==> config.mk <==
export PLATFORM = sky130hd
export DESIGN_NAME = first_fit_partition_allocator
export DESIGN_NICKNAME = d
export VERILOG_FILES = /design/src/rtl/ffpa_pkg.sv /design/src/rtl/ffpa_table.sv /design/src/rtl/ffpa_ctrl.sv /design/src/rtl/first_fit_partition_allocator.sv
export SDC_FILE = /design/constraint.sdc
export NUM_CORES = 1
export LEC_CHECK = 0
export ABC_AREA = 1
export BUFFER_PORTS_ARGS = -buffer_cell sky130_fd_sc_hd__buf_2
export CORE_MARGIN = 2
export CORE_UTILIZATION = 31
export DETAILED_ROUTE_END_ITERATION = 16
export GPL_TIMING_DRIVEN = 0
export PLACE_DENSITY_LB_ADDON = 0.08
export SLEW_MARGIN = 25
export SYNTH_ARGS = -nofsm -noshare
export SYNTH_HDL_FRONTEND = slang
export SYNTH_SLANG_ARGS = --single-unit
==> constraint.sdc <==
create_clock -name clk_i -period 4.6 [get_ports clk_i]
set_input_delay 0.46 -clock clk_i [delete_from_list [all_inputs] [get_ports clk_i]]
set_output_delay 0.46 -clock clk_i [all_outputs]
set_load 0.01 [all_outputs]
==> src/rtl/ffpa_pkg.sv <==
// Package for the first-fit partition allocator.
// Holds request and status codes, default sizes and the table control struct.
// No dependencies.
package ffpa_pkg;

  // Default sizes for the top-level parameters
  localparam int unsigned MaxEntriesDef = 32;
  localparam int unsigned UnitBitsDef   = 16;

  // Fixed field widths
  localparam int unsigned OwnerW  = 16;
  localparam int unsigned ReqW    = 16;
  localparam int unsigned StatusW = 3;
  localparam int unsigned CountW  = 6;

  // Request types
  localparam logic [1:0] ReqAlloc   = 2'd0;
  localparam logic [1:0] ReqFree    = 2'd1;
  localparam logic [1:0] ReqCompact = 2'd2;

  // Status codes
  localparam logic [StatusW-1:0] StOk       = 3'd0;
  localparam logic [StatusW-1:0] StNoFit    = 3'd1;
  localparam logic [StatusW-1:0] StNotFound = 3'd2;
  localparam logic [StatusW-1:0] StFull     = 3'd3;
  localparam logic [StatusW-1:0] StBadReq   = 3'd4;

  // Control from the sequencer and top level to the table
  typedef struct packed {
    logic we;      // write the entry at the write address
    logic reinit;  // table goes back to one free partition
  } tbl_ctl_t;

endpackage

==> src/rtl/ffpa_table.sv <==
// Partition table memory with one write and one registered read port.
// Entry 0 reads as the full free partition until written after a reinit.
// Depends on ffpa_pkg.
module ffpa_table #(
  parameter int unsigned MAX_ENTRIES = 32,
  parameter int unsigned UNIT_BITS   = 16,
  localparam int unsigned IdxW = (MAX_ENTRIES > 1) ? $clog2(MAX_ENTRIES) : 1,
  localparam int unsigned EntW = UNIT_BITS + 17
) (
  input  logic               clk_i,
  input  logic               rst_ni,
  input  ffpa_pkg::tbl_ctl_t ctl_i,
  input  logic [IdxW-1:0]    raddr_i,
  input  logic [IdxW-1:0]    waddr_i,
  input  logic [EntW-1:0]    wdata_i,
  input  logic [UNIT_BITS-1:0] total_i,
  output logic [EntW-1:0]    rdata_o
);
  import ffpa_pkg::*;

  logic [EntW-1:0] mem [MAX_ENTRIES];
  logic [EntW-1:0] rdata_q;
  logic            init_q;
  logic            ov_q;

  // Write, then read old data on an address collision
  always_ff @(posedge clk_i) begin
    if (ctl_i.we) begin
      mem[waddr_i] <= wdata_i;
    end
    rdata_q <= mem[raddr_i];
  end

  // Track whether entry 0 still holds its reset value
  always_ff @(posedge clk_i or negedge rst_ni) begin
    if (!rst_ni) begin
      init_q <= 1'b1;
      ov_q   <= 1'b0;
    end else begin
      ov_q <= (raddr_i == '0) && init_q;
      if (ctl_i.reinit) begin
        init_q <= 1'b1;
      end else if (ctl_i.we && (waddr_i == '0)) begin
        init_q <= 1'b0;
      end
    end
  end

  assign rdata_o = ov_q ? {1'b0, total_i, {OwnerW{1'b0}}} : rdata_q;

endmodule

==> src/rtl/ffpa_ctrl.sv <==
// Sequencer for allocate, free and compact over the partition table.
// One shared compare and add path walks the table one entry per cycle.
// Depends on ffpa_pkg.
module ffpa_ctrl #(
  parameter int unsigned MAX_ENTRIES = 32,
  parameter int unsigned UNIT_BITS   = 16,
  localparam int unsigned IdxW  = (MAX_ENTRIES > 1) ? $clog2(MAX_ENTRIES) : 1,
  localparam int unsigned LiveW = $clog2(MAX_ENTRIES + 1),
  localparam int unsigned EntW  = UNIT_BITS + 17
) (
  input  logic                            clk_i,
  input  logic                            rst_ni,
  input  logic                            reinit_i,
  input  logic                            start_i,
  input  logic [1:0]                      req_type_i,
  input  logic [ffpa_pkg::OwnerW-1:0]     owner_id_i,
  input  logic [ffpa_pkg::ReqW-1:0]       req_units_i,
  output logic                            busy_o,
  output logic                            done_o,
  output logic [ffpa_pkg::StatusW-1:0]    status_o,
  output logic [15:0]                     base_offset_o,
  output logic [ffpa_pkg::CountW-1:0]     entry_count_o,
  output logic                            we_o,
  output logic [IdxW-1:0]                 raddr_o,
  output logic [IdxW-1:0]                 waddr_o,
  output logic [EntW-1:0]                 wdata_o,
  input  logic [EntW-1:0]                 rdata_i
);
  import ffpa_pkg::*;

  localparam logic [2:0] SIdle  = 3'd0;
  localparam logic [2:0] SScan  = 3'd1;
  localparam logic [2:0] SShift = 3'd2;
  localparam logic [2:0] SWrL   = 3'd3;
  localparam logic [2:0] SWrU   = 3'd4;
  localparam logic [2:0] SCSum  = 3'd5;
  localparam logic [2:0] SCMov  = 3'd6;
  localparam logic [2:0] SCFrnt = 3'd7;

  localparam logic [LiveW-1:0] LiveMax = LiveW'(MAX_ENTRIES);
  localparam logic [LiveW-1:0] LiveOne = LiveW'(1);

  logic [2:0]           state_q, state_d;
  logic [LiveW-1:0]     live_q, live_d;
  logic [LiveW-1:0]     idx_q, idx_d;
  logic [LiveW-1:0]     k_q, k_d;
  logic [LiveW-1:0]     hit_q, hit_d;
  logic [LiveW-1:0]     w_q, w_d;
  logic [LiveW-1:0]     used_q, used_d;
  logic [UNIT_BITS-1:0] off_q, off_d;
  logic [UNIT_BITS-1:0] left_q, left_d;
  logic [UNIT_BITS-1:0] fsum_q, fsum_d;
  logic                 front_q, front_d;
  logic                 alloc_q, alloc_d;
  logic [OwnerW-1:0]    owner_q, owner_d;
  logic [ReqW-1:0]      req_q, req_d;
  logic                 done_q, done_d;
  logic [StatusW-1:0]   status_q, status_d;
  logic [UNIT_BITS-1:0] base_q, base_d;

  logic [LiveW-1:0]     raddr_w;
  logic [LiveW-1:0]     waddr_w;

  // Entry fields and the shared compare / subtract / add path
  logic                    e_used;
  logic [UNIT_BITS-1:0]    e_units;
  logic [OwnerW-1:0]       e_owner;
  logic [UNIT_BITS+15:0]   units_x, req_x;
  logic [UNIT_BITS-1:0]    req_t;
  logic                    fits;
  logic [UNIT_BITS-1:0]    left_w;
  logic [UNIT_BITS-1:0]    sum_w;
  logic [UNIT_BITS-1:0]    sum_in;

  assign e_used  = rdata_i[EntW-1];
  assign e_units = rdata_i[UNIT_BITS+15:16];
  assign e_owner = rdata_i[15:0];
  assign units_x = {16'd0, e_units};
  assign req_x   = {{UNIT_BITS{1'b0}}, req_q};
  assign req_t   = req_x[UNIT_BITS-1:0];
  assign fits    = units_x >= req_x;
  assign left_w  = e_units - req_t;
  assign sum_in  = (state_q == SCSum) ? fsum_q : off_q;
  assign sum_w   = sum_in + e_units;

  // Sequence one request
  always_comb begin
    state_d  = state_q;
    live_d   = live_q;
    idx_d    = idx_q;
    k_d      = k_q;
    hit_d    = hit_q;
    w_d      = w_q;
    used_d   = used_q;
    off_d    = off_q;
    left_d   = left_q;
    fsum_d   = fsum_q;
    front_d  = front_q;
    alloc_d  = alloc_q;
    owner_d  = owner_q;
    req_d    = req_q;
    done_d   = 1'b0;
    status_d = status_q;
    base_d   = base_q;
    raddr_w  = idx_q;
    waddr_w  = idx_q;
    we_o     = 1'b0;
    wdata_o  = rdata_i;

    unique case (state_q)
      SIdle: begin
        raddr_w = '0;
        if (start_i) begin
          idx_d   = '0;
          off_d   = '0;
          fsum_d  = '0;
          used_d  = '0;
          owner_d = owner_id_i;
          req_d   = req_units_i;
          alloc_d = (req_type_i == ReqAlloc);
          base_d  = '0;
          priority if (req_type_i == ReqAlloc) begin
            if ((owner_id_i == '0) || (req_units_i == '0)) begin
              done_d   = 1'b1;
              status_d = StBadReq;
            end else begin
              state_d = SScan;
            end
          end else if (req_type_i == ReqFree) begin
            if (owner_id_i == '0) begin
              done_d   = 1'b1;
              status_d = StBadReq;
            end else begin
              state_d = SScan;
            end
          end else if (req_type_i == ReqCompact) begin
            state_d = SCSum;
          end else begin
            done_d   = 1'b1;
            status_d = StBadReq;
          end
        end
      end

      SScan: begin
        raddr_w = idx_q + LiveOne;
        if (idx_q == live_q) begin
          state_d  = SIdle;
          done_d   = 1'b1;
          status_d = alloc_q ? StNoFit : StNotFound;
        end else if (alloc_q && !e_used && fits) begin
          if ((left_w != '0) && (live_q == LiveMax)) begin
            state_d  = SIdle;
            done_d   = 1'b1;
            status_d = StFull;
          end else if (left_w == '0) begin
            we_o     = 1'b1;
            waddr_w  = idx_q;
            wdata_o  = {1'b1, req_t, owner_q};
            state_d  = SIdle;
            done_d   = 1'b1;
            status_d = StOk;
            base_d   = off_q;
          end else begin
            hit_d  = idx_q;
            left_d = left_w;
            if (live_q > (idx_q + LiveOne)) begin
              k_d     = live_q;
              raddr_w = live_q - LiveOne;
              state_d = SShift;
            end else begin
              state_d = SWrL;
            end
          end
        end else if (!alloc_q && e_used && (e_owner == owner_q)) begin
          we_o     = 1'b1;
          waddr_w  = idx_q;
          wdata_o  = {1'b0, e_units, {OwnerW{1'b0}}};
          state_d  = SIdle;
          done_d   = 1'b1;
          status_d = StOk;
          base_d   = off_q;
        end else begin
          off_d = sum_w;
          idx_d = idx_q + LiveOne;
        end
      end

      // Move entries up by one, from the top down
      SShift: begin
        we_o    = 1'b1;
        waddr_w = k_q;
        wdata_o = rdata_i;
        raddr_w = k_q - LiveW'(2);
        if (k_q == (hit_q + LiveW'(2))) begin
          state_d = SWrL;
        end else begin
          k_d = k_q - LiveOne;
        end
      end

      SWrL: begin
        we_o    = 1'b1;
        waddr_w = hit_q + LiveOne;
        wdata_o = {1'b0, left_q, {OwnerW{1'b0}}};
        state_d = SWrU;
      end

      SWrU: begin
        we_o     = 1'b1;
        waddr_w  = hit_q;
        wdata_o  = {1'b1, req_t, owner_q};
        live_d   = live_q + LiveOne;
        state_d  = SIdle;
        done_d   = 1'b1;
        status_d = StOk;
        base_d   = off_q;
      end

      // First compact pass: total free space and count used entries
      SCSum: begin
        raddr_w = idx_q + LiveOne;
        if (idx_q == live_q) begin
          front_d = (fsum_q != '0) || (used_q == '0);
          w_d     = ((fsum_q != '0) || (used_q == '0)) ? LiveOne : '0;
          idx_d   = '0;
          raddr_w = '0;
          state_d = SCMov;
        end else begin
          if (e_used) begin
            used_d = used_q + LiveOne;
          end else begin
            fsum_d = sum_w;
          end
          idx_d = idx_q + LiveOne;
        end
      end

      // Second pass: pack used entries; write never passes the next read
      SCMov: begin
        raddr_w = idx_q + LiveOne;
        if (idx_q == live_q) begin
          live_d = w_q;
          if (front_q) begin
            state_d = SCFrnt;
          end else begin
            state_d  = SIdle;
            done_d   = 1'b1;
            status_d = StOk;
          end
        end else begin
          if (e_used) begin
            we_o    = 1'b1;
            waddr_w = w_q;
            wdata_o = rdata_i;
            w_d     = w_q + LiveOne;
          end
          idx_d = idx_q + LiveOne;
        end
      end

      SCFrnt: begin
        we_o     = 1'b1;
        waddr_w  = '0;
        wdata_o  = {1'b0, fsum_q, {OwnerW{1'b0}}};
        state_d  = SIdle;
        done_d   = 1'b1;
        status_d = StOk;
      end

      default: begin
        state_d = SIdle;
      end
    endcase

    if (reinit_i) begin
      live_d = LiveOne;
    end
  end

  always_ff @(posedge clk_i or negedge rst_ni) begin
    if (!rst_ni) begin
      state_q <= SIdle;
      live_q  <= LiveOne;
      done_q  <= 1'b0;
    end else begin
      state_q <= state_d;
      live_q  <= live_d;
      done_q  <= done_d;
    end
  end

  always_ff @(posedge clk_i) begin
    idx_q    <= idx_d;
    k_q      <= k_d;
    hit_q    <= hit_d;
    w_q      <= w_d;
    used_q   <= used_d;
    off_q    <= off_d;
    left_q   <= left_d;
    fsum_q   <= fsum_d;
    front_q  <= front_d;
    alloc_q  <= alloc_d;
    owner_q  <= owner_d;
    req_q    <= req_d;
    status_q <= status_d;
    base_q   <= base_d;
  end

  // Drive result ports
  logic [LiveW+5:0]      live_x;
  logic [UNIT_BITS+15:0] base_x;
  assign live_x        = {6'd0, live_q};
  assign base_x        = {16'd0, base_q};
  assign entry_count_o = live_x[5:0];
  assign base_offset_o = base_x[15:0];
  assign status_o      = status_q;
  assign done_o        = done_q;
  assign busy_o        = (state_q != SIdle);
  assign raddr_o       = raddr_w[IdxW-1:0];
  assign waddr_o       = waddr_w[IdxW-1:0];

endmodule

==> src/rtl/first_fit_partition_allocator.sv <==
// First-fit variable partition allocator, top level.
// Depends on ffpa_pkg, ffpa_table and ffpa_ctrl.
//
//  channel   ports                                        handshake
//  request   req_type_i owner_id_i req_units_i            start_i & !busy_o
//  result    status_o base_offset_o entry_count_o         done_o, one cycle
//  config    total_units_i                                total_units_we_i
//
// The sequencer walks the table one entry per cycle through one read port.
// An allocate with a split moves the entries above the hit up one a cycle.
// A miss walks every live entry. Compact takes two passes, and writes one
// more entry when a free front partition is left.
// Bad requests are answered from idle, without a table walk.
// Reset leaves one free partition of 16'hFFFF units masked to UNIT_BITS;
// no clearing pass is needed.
// The receiver cannot stall: each result word is shown for one cycle.
module first_fit_partition_allocator #(
  parameter int unsigned MAX_ENTRIES = ffpa_pkg::MaxEntriesDef,
  parameter int unsigned UNIT_BITS   = ffpa_pkg::UnitBitsDef
) (
  input  logic                          clk_i,
  input  logic                          rst_ni,
  input  logic                          total_units_we_i,
  input  logic [15:0]                   total_units_i,
  input  logic                          start_i,
  output logic                          busy_o,
  input  logic [1:0]                    req_type_i,
  input  logic [ffpa_pkg::OwnerW-1:0]   owner_id_i,
  input  logic [ffpa_pkg::ReqW-1:0]     req_units_i,
  output logic                          done_o,
  output logic [ffpa_pkg::StatusW-1:0]  status_o,
  output logic [15:0]                   base_offset_o,
  output logic [ffpa_pkg::CountW-1:0]   entry_count_o
);
  import ffpa_pkg::*;

  localparam int unsigned IdxW = (MAX_ENTRIES > 1) ? $clog2(MAX_ENTRIES) : 1;
  localparam int unsigned EntW = UNIT_BITS + 17;

  logic [UNIT_BITS+15:0] tot_x, tot_rst_x;
  logic [UNIT_BITS-1:0]  total_q;
  tbl_ctl_t              ctl;
  logic                  we;
  logic [IdxW-1:0]       raddr, waddr;
  logic [EntW-1:0]       wdata, rdata;
  logic                  start_acc;

  assign tot_x     = {{UNIT_BITS{1'b0}}, total_units_i};
  assign tot_rst_x = {{UNIT_BITS{1'b0}}, 16'hFFFF};

  // Hold the configured size, masked to the unit width
  always_ff @(posedge clk_i or negedge rst_ni) begin
    if (!rst_ni) begin
      total_q <= tot_rst_x[UNIT_BITS-1:0];
    end else if (total_units_we_i) begin
      total_q <= tot_x[UNIT_BITS-1:0];
    end
  end

  assign start_acc  = start_i && !busy_o;
  assign ctl.we     = we;
  assign ctl.reinit = total_units_we_i;

  ffpa_table #(
    .MAX_ENTRIES(MAX_ENTRIES),
    .UNIT_BITS  (UNIT_BITS)
  ) u_table (
    .clk_i  (clk_i),
    .rst_ni (rst_ni),
    .ctl_i  (ctl),
    .raddr_i(raddr),
    .waddr_i(waddr),
    .wdata_i(wdata),
    .total_i(total_q),
    .rdata_o(rdata)
  );

  ffpa_ctrl #(
    .MAX_ENTRIES(MAX_ENTRIES),
    .UNIT_BITS  (UNIT_BITS)
  ) u_ctrl (
    .clk_i        (clk_i),
    .rst_ni       (rst_ni),
    .reinit_i     (total_units_we_i),
    .start_i      (start_acc),
    .req_type_i   (req_type_i),
    .owner_id_i   (owner_id_i),
    .req_units_i  (req_units_i),
    .busy_o       (busy_o),
    .done_o       (done_o),
    .status_o     (status_o),
    .base_offset_o(base_offset_o),
    .entry_count_o(entry_count_o),
    .we_o         (we),
    .raddr_o      (raddr),
    .waddr_o      (waddr),
    .wdata_o      (wdata),
    .rdata_i      (rdata)
  );

endmodule

==> impl_summary.txt <==
----------------------------------------------------
[Outcome]
  Run status ... finished, violations left
  Violated checks ... negative setup slack

[Clock tree]
  Number of sinks on the clock net ... approximately 1200
  Clock slew at reported path FFs ... 0.06 ns
  Clock Tree Buf Depth ... 3
  Library cell used as clock root buffer ... clkbuf_16
  H-tree level count ... 4
  CTS tree ... yes
  Number of buffers added by the clock tree synthesis step ... about 150
  Latest clock arrival within the worst-skew pair ... 0.82 ns

[Hold path]
  Worst hold path class ... in2reg

[Yosys]
  Count of distinct cell types in the synthesized netlist ... 60
  Most numerous cell in the Yosys netlist ... nand2_1
  Total nets after synthesis ... approximately 5900
  Post-synth top flop ... edfxtp_1
  Leading post-synthesis cells by cell area ... edfxtp_1 (62%), nand2_1 (14%), nand3_1 (6.5%)
  Register area share after synthesis ... 64.3%
  Area leader, netlist ... edfxtp_1
  Post-synth EDFFs ... approximately 1200
  Synthesis Warnings ... 0
  Area fraction of the dominant cell type after synthesis ... ~62%
  Post-synthesis register bit count ... between 1000 and 1500
  Async SR Flop Fraction ... approximately 2.2%
  Commonest cells in the synthesized netlist ... nand2_1 (2156), edfxtp_1 (1187), nand3_1 (752)
  Gate count of the mapped netlist ... 5746
  Syn avg cell area ... ~10 um2
  Netlist area before placement ... 57600 um2

[Route]
  DRC errors left ... 0
  DRT antenna net count ... 0
  DR pass1 iterations ... 7
  Routed WL ... about 220000 um
  Total number of vias ... 43092
  Average wire per standard cell ... between 20 and 25 um
  Post-DR vias/cell ... roughly 4.9
  Starting DRT DRC Count ... 3536

[Timing]
  Unrepaired setup endpoints after global routing ... yes
  Final period utilization ... 101%
  Final worst clock skew ... about 0.031 ns
  Highest attainable clock frequency ... between 200 and 250 MHz
  Final Max Slew Viols ... 0
  Tightest Pin Transition ... 0.995 ns
  Final count of hold timing violations ... 0
  Worst setup slack after layout ... -0.0656 ns
  Headroom to the max-slew limit ... roughly a third
  Setup violations, final ... 23
  Crit path time final ... 4.67 ns

[GRT]
  Via count of the first global-routing pass ... 42220
  Total track usage ... between 20% and 30%
  Aggregate global routing overflow ... 0
  Initial antenna violation count ... 9
  Maximum number of pins on one net before global-route repair ... 29
  Wire length of the first global-routing pass ... around 310000 um

[Die]
  Area inside the core boundary ... between 150000 and 200000 um2
  Number of placement rows ... ~160
  Floorplan die area ... approximately 190000 um2
  Die outline height ... ~430 um
  Ports ... between 80 and 90
  DIE WIDTH ... ~430 um
  Initial Utilization ... 31.1%

[Setup path]
  Cell at the slowest stage of the critical path ... dfrtp_2
  Startpoint type of the worst setup path ... flip-flop
  Arrival time at the worst endpoint ... between 5 and 6 ns
  Cell seen most often among critical-path stages ... nand2_2
  Delay of the slowest critical-path stage ... about 0.46 ns
  Kind of capture point of the worst setup path ... flip-flop
  Top cell family by delay on the critical path ... simple AND/OR/NAND/NOR gates
  Req. time, crit path ... between 5 and 6 ns
  Type of the worst setup path ... reg2reg
  Crit path buf inv count ... 9
  Maximum fanout count along the critical path ... 8

[Placed design]
  Pre-CTS WS ... -2.18 ns
  Detailed placement HPWL ... ~160000 um
  Gpl congestion ... approximately 0.97
  Placed instance count ... between 8000 and 9000
  Number of I/O port buffers ... 79

[Cells and area]
  Number of cells in the finished layout apart from fillers ... 8872
  Area grow syn2layout ... 28.7%
  Fill cell instance count of the final layout ... approximately 18000
  Net count reported at finish ... roughly 6400
  Area taken by multi-input logic gates ... ~20000 um2
  FF+latch area ... 37000 um2
  Fraction of final layout cells with drive strength greater than 1 ... approximately 21%

[Run]
  Maximum capacitance violations ... 0

----------------------------------------------------
[path summary, 6_finish.rpt]
check	slack, ns	from	cells past startpoint	end
max	-0.07	u_table.ov_q	32	u_table.rdata_q[12]
min reg2reg	0.45	u_ctrl.idx_q[3]	0	u_ctrl.hit_q[3]
min	0.18	start_i	3	u_ctrl.owner_q[13]
max in group asynchronous	3.95	rst_ni	2	u_table.ov_q
min in group asynchronous	0.20	rst_ni	2	u_ctrl.entry_count_o[1]
max reg2reg	-0.07	u_table.ov_q	32	u_table.rdata_q[12]
[registers in the layout (all words and copies together) (netlist names), 3 cells and up]
register / count
u_ctrl.req_q: 16
u_ctrl.w_q: 6
u_ctrl.state_q: 3
u_ctrl.hit_q: 6
u_table.mem: 1056
u_ctrl.k_q: 6
u_table.rdata_q: 33
total_q: 16
u_ctrl.off_q: 16
u_ctrl.status_o: 3
u_ctrl.left_q: 16
u_ctrl.entry_count_o: 6
u_ctrl.owner_q: 16
u_ctrl.used_q: 6
u_ctrl.fsum_q: 16
u_ctrl.idx_q: 6
u_ctrl.base_offset_o: 16
[area by class of cell]
cell class                 count  share of cell area [%]
sequential                  1248                    50.0
multi-input combinational   3729                    26.6
timing repair buffer         376                    7.14
clock buffer                 205                    5.56
tap                         2480                    4.19
buffer                       317                    3.39
inverter                     453                    2.41
clock inverter                59                   0.676
antenna                        5                  0.0169
[worst min-delay path, cell delays in order]
cell and delay (ns):
buf_2 0.12, inv_1 0.11, nor2_4 0.12
[cell families after synthesis]
logic type	synth area share (%)
AO/OA/AOI/OAI	2.99
XOR/XNOR	0.761
adder cells (fa/ha/maj)	1.16
buffers and inverters	5.95
flip-flops	64.3
AND/OR/NAND/NOR	24.8
[cell usage in the layout, fill, tap and decap left out, drive strengths merged, types with 2 or more instances in the layout]
master | synthesis | final
a211oi | 5 | 5
a21oi | 78 | 78
a221oi | 4 | 4
a31oi | 6 | 6
and2 | 3 | 3
buf | 227 | 526
bufinv | 0 | 6
clkbuf | 90 | 321
clkinv | 6 | 59
clkinvlp | 0 | 2
dfrtp | 10 | 10
dfstp | 18 | 18
dfxtp | 33 | 33
diode | 0 | 5
dlygate4sd3 | 0 | 51
edfxtp | 1187 | 1187
fa | 2 | 2
ha | 50 | 50
inv | 447 | 445
nand2 | 2161 | 2162
nand3 | 754 | 754
nand3b | 167 | 167
nand4 | 16 | 16
nor2 | 202 | 202
nor3 | 17 | 17
nor4 | 17 | 17
o2111a | 2 | 2
o2111ai | 4 | 4
o211ai | 21 | 21
o21ai | 110 | 110
o21bai | 3 | 3
o221ai | 14 | 14
o22ai | 25 | 25
o31ai | 4 | 4
or2 | 2 | 2
xnor2 | 14 | 14
xor2 | 36 | 36
[metrics by stage]
stage	TNS [ns]	cell area [um2]	hold slack, ns	utilization (%)
6_report	-0.683	74000	0.181	40.0
5_1_grt	-6.03	74000	0.190	40.0
4_1_cts	-3.96	72100	0.133	38.9
3_5_place_dp	-3186.70	64600	0.432	34.9
3_3_place_gp	-8271.96	61000	0.431	33.0
2_1_floorplan	-462.50	57600	0.164	-
[routing by layer]
layer  GRT usage (%)  vias up  routed length [um]
li1                -    20449                   -
met4            8.20        2                7820
met1            31.4    21282               99200
met3            3.38      279               10800
met5               0        -                  14
met2            35.3     1080               99200
[repair_timing]
item | CTS | global route
hold buffers | 51 | 0
resized for setup | 501 | 368
pin swaps | 73 | 109
buffers inserted | 65 | 34
cloned | 5 | 14
hold endpoints to repair | 59 | 0
endpoints found under the setup margin | 2200 | 1291
Power is not shown: default switching activity piles up to over one toggle a cycle in this logic, so the estimate is an artifact.
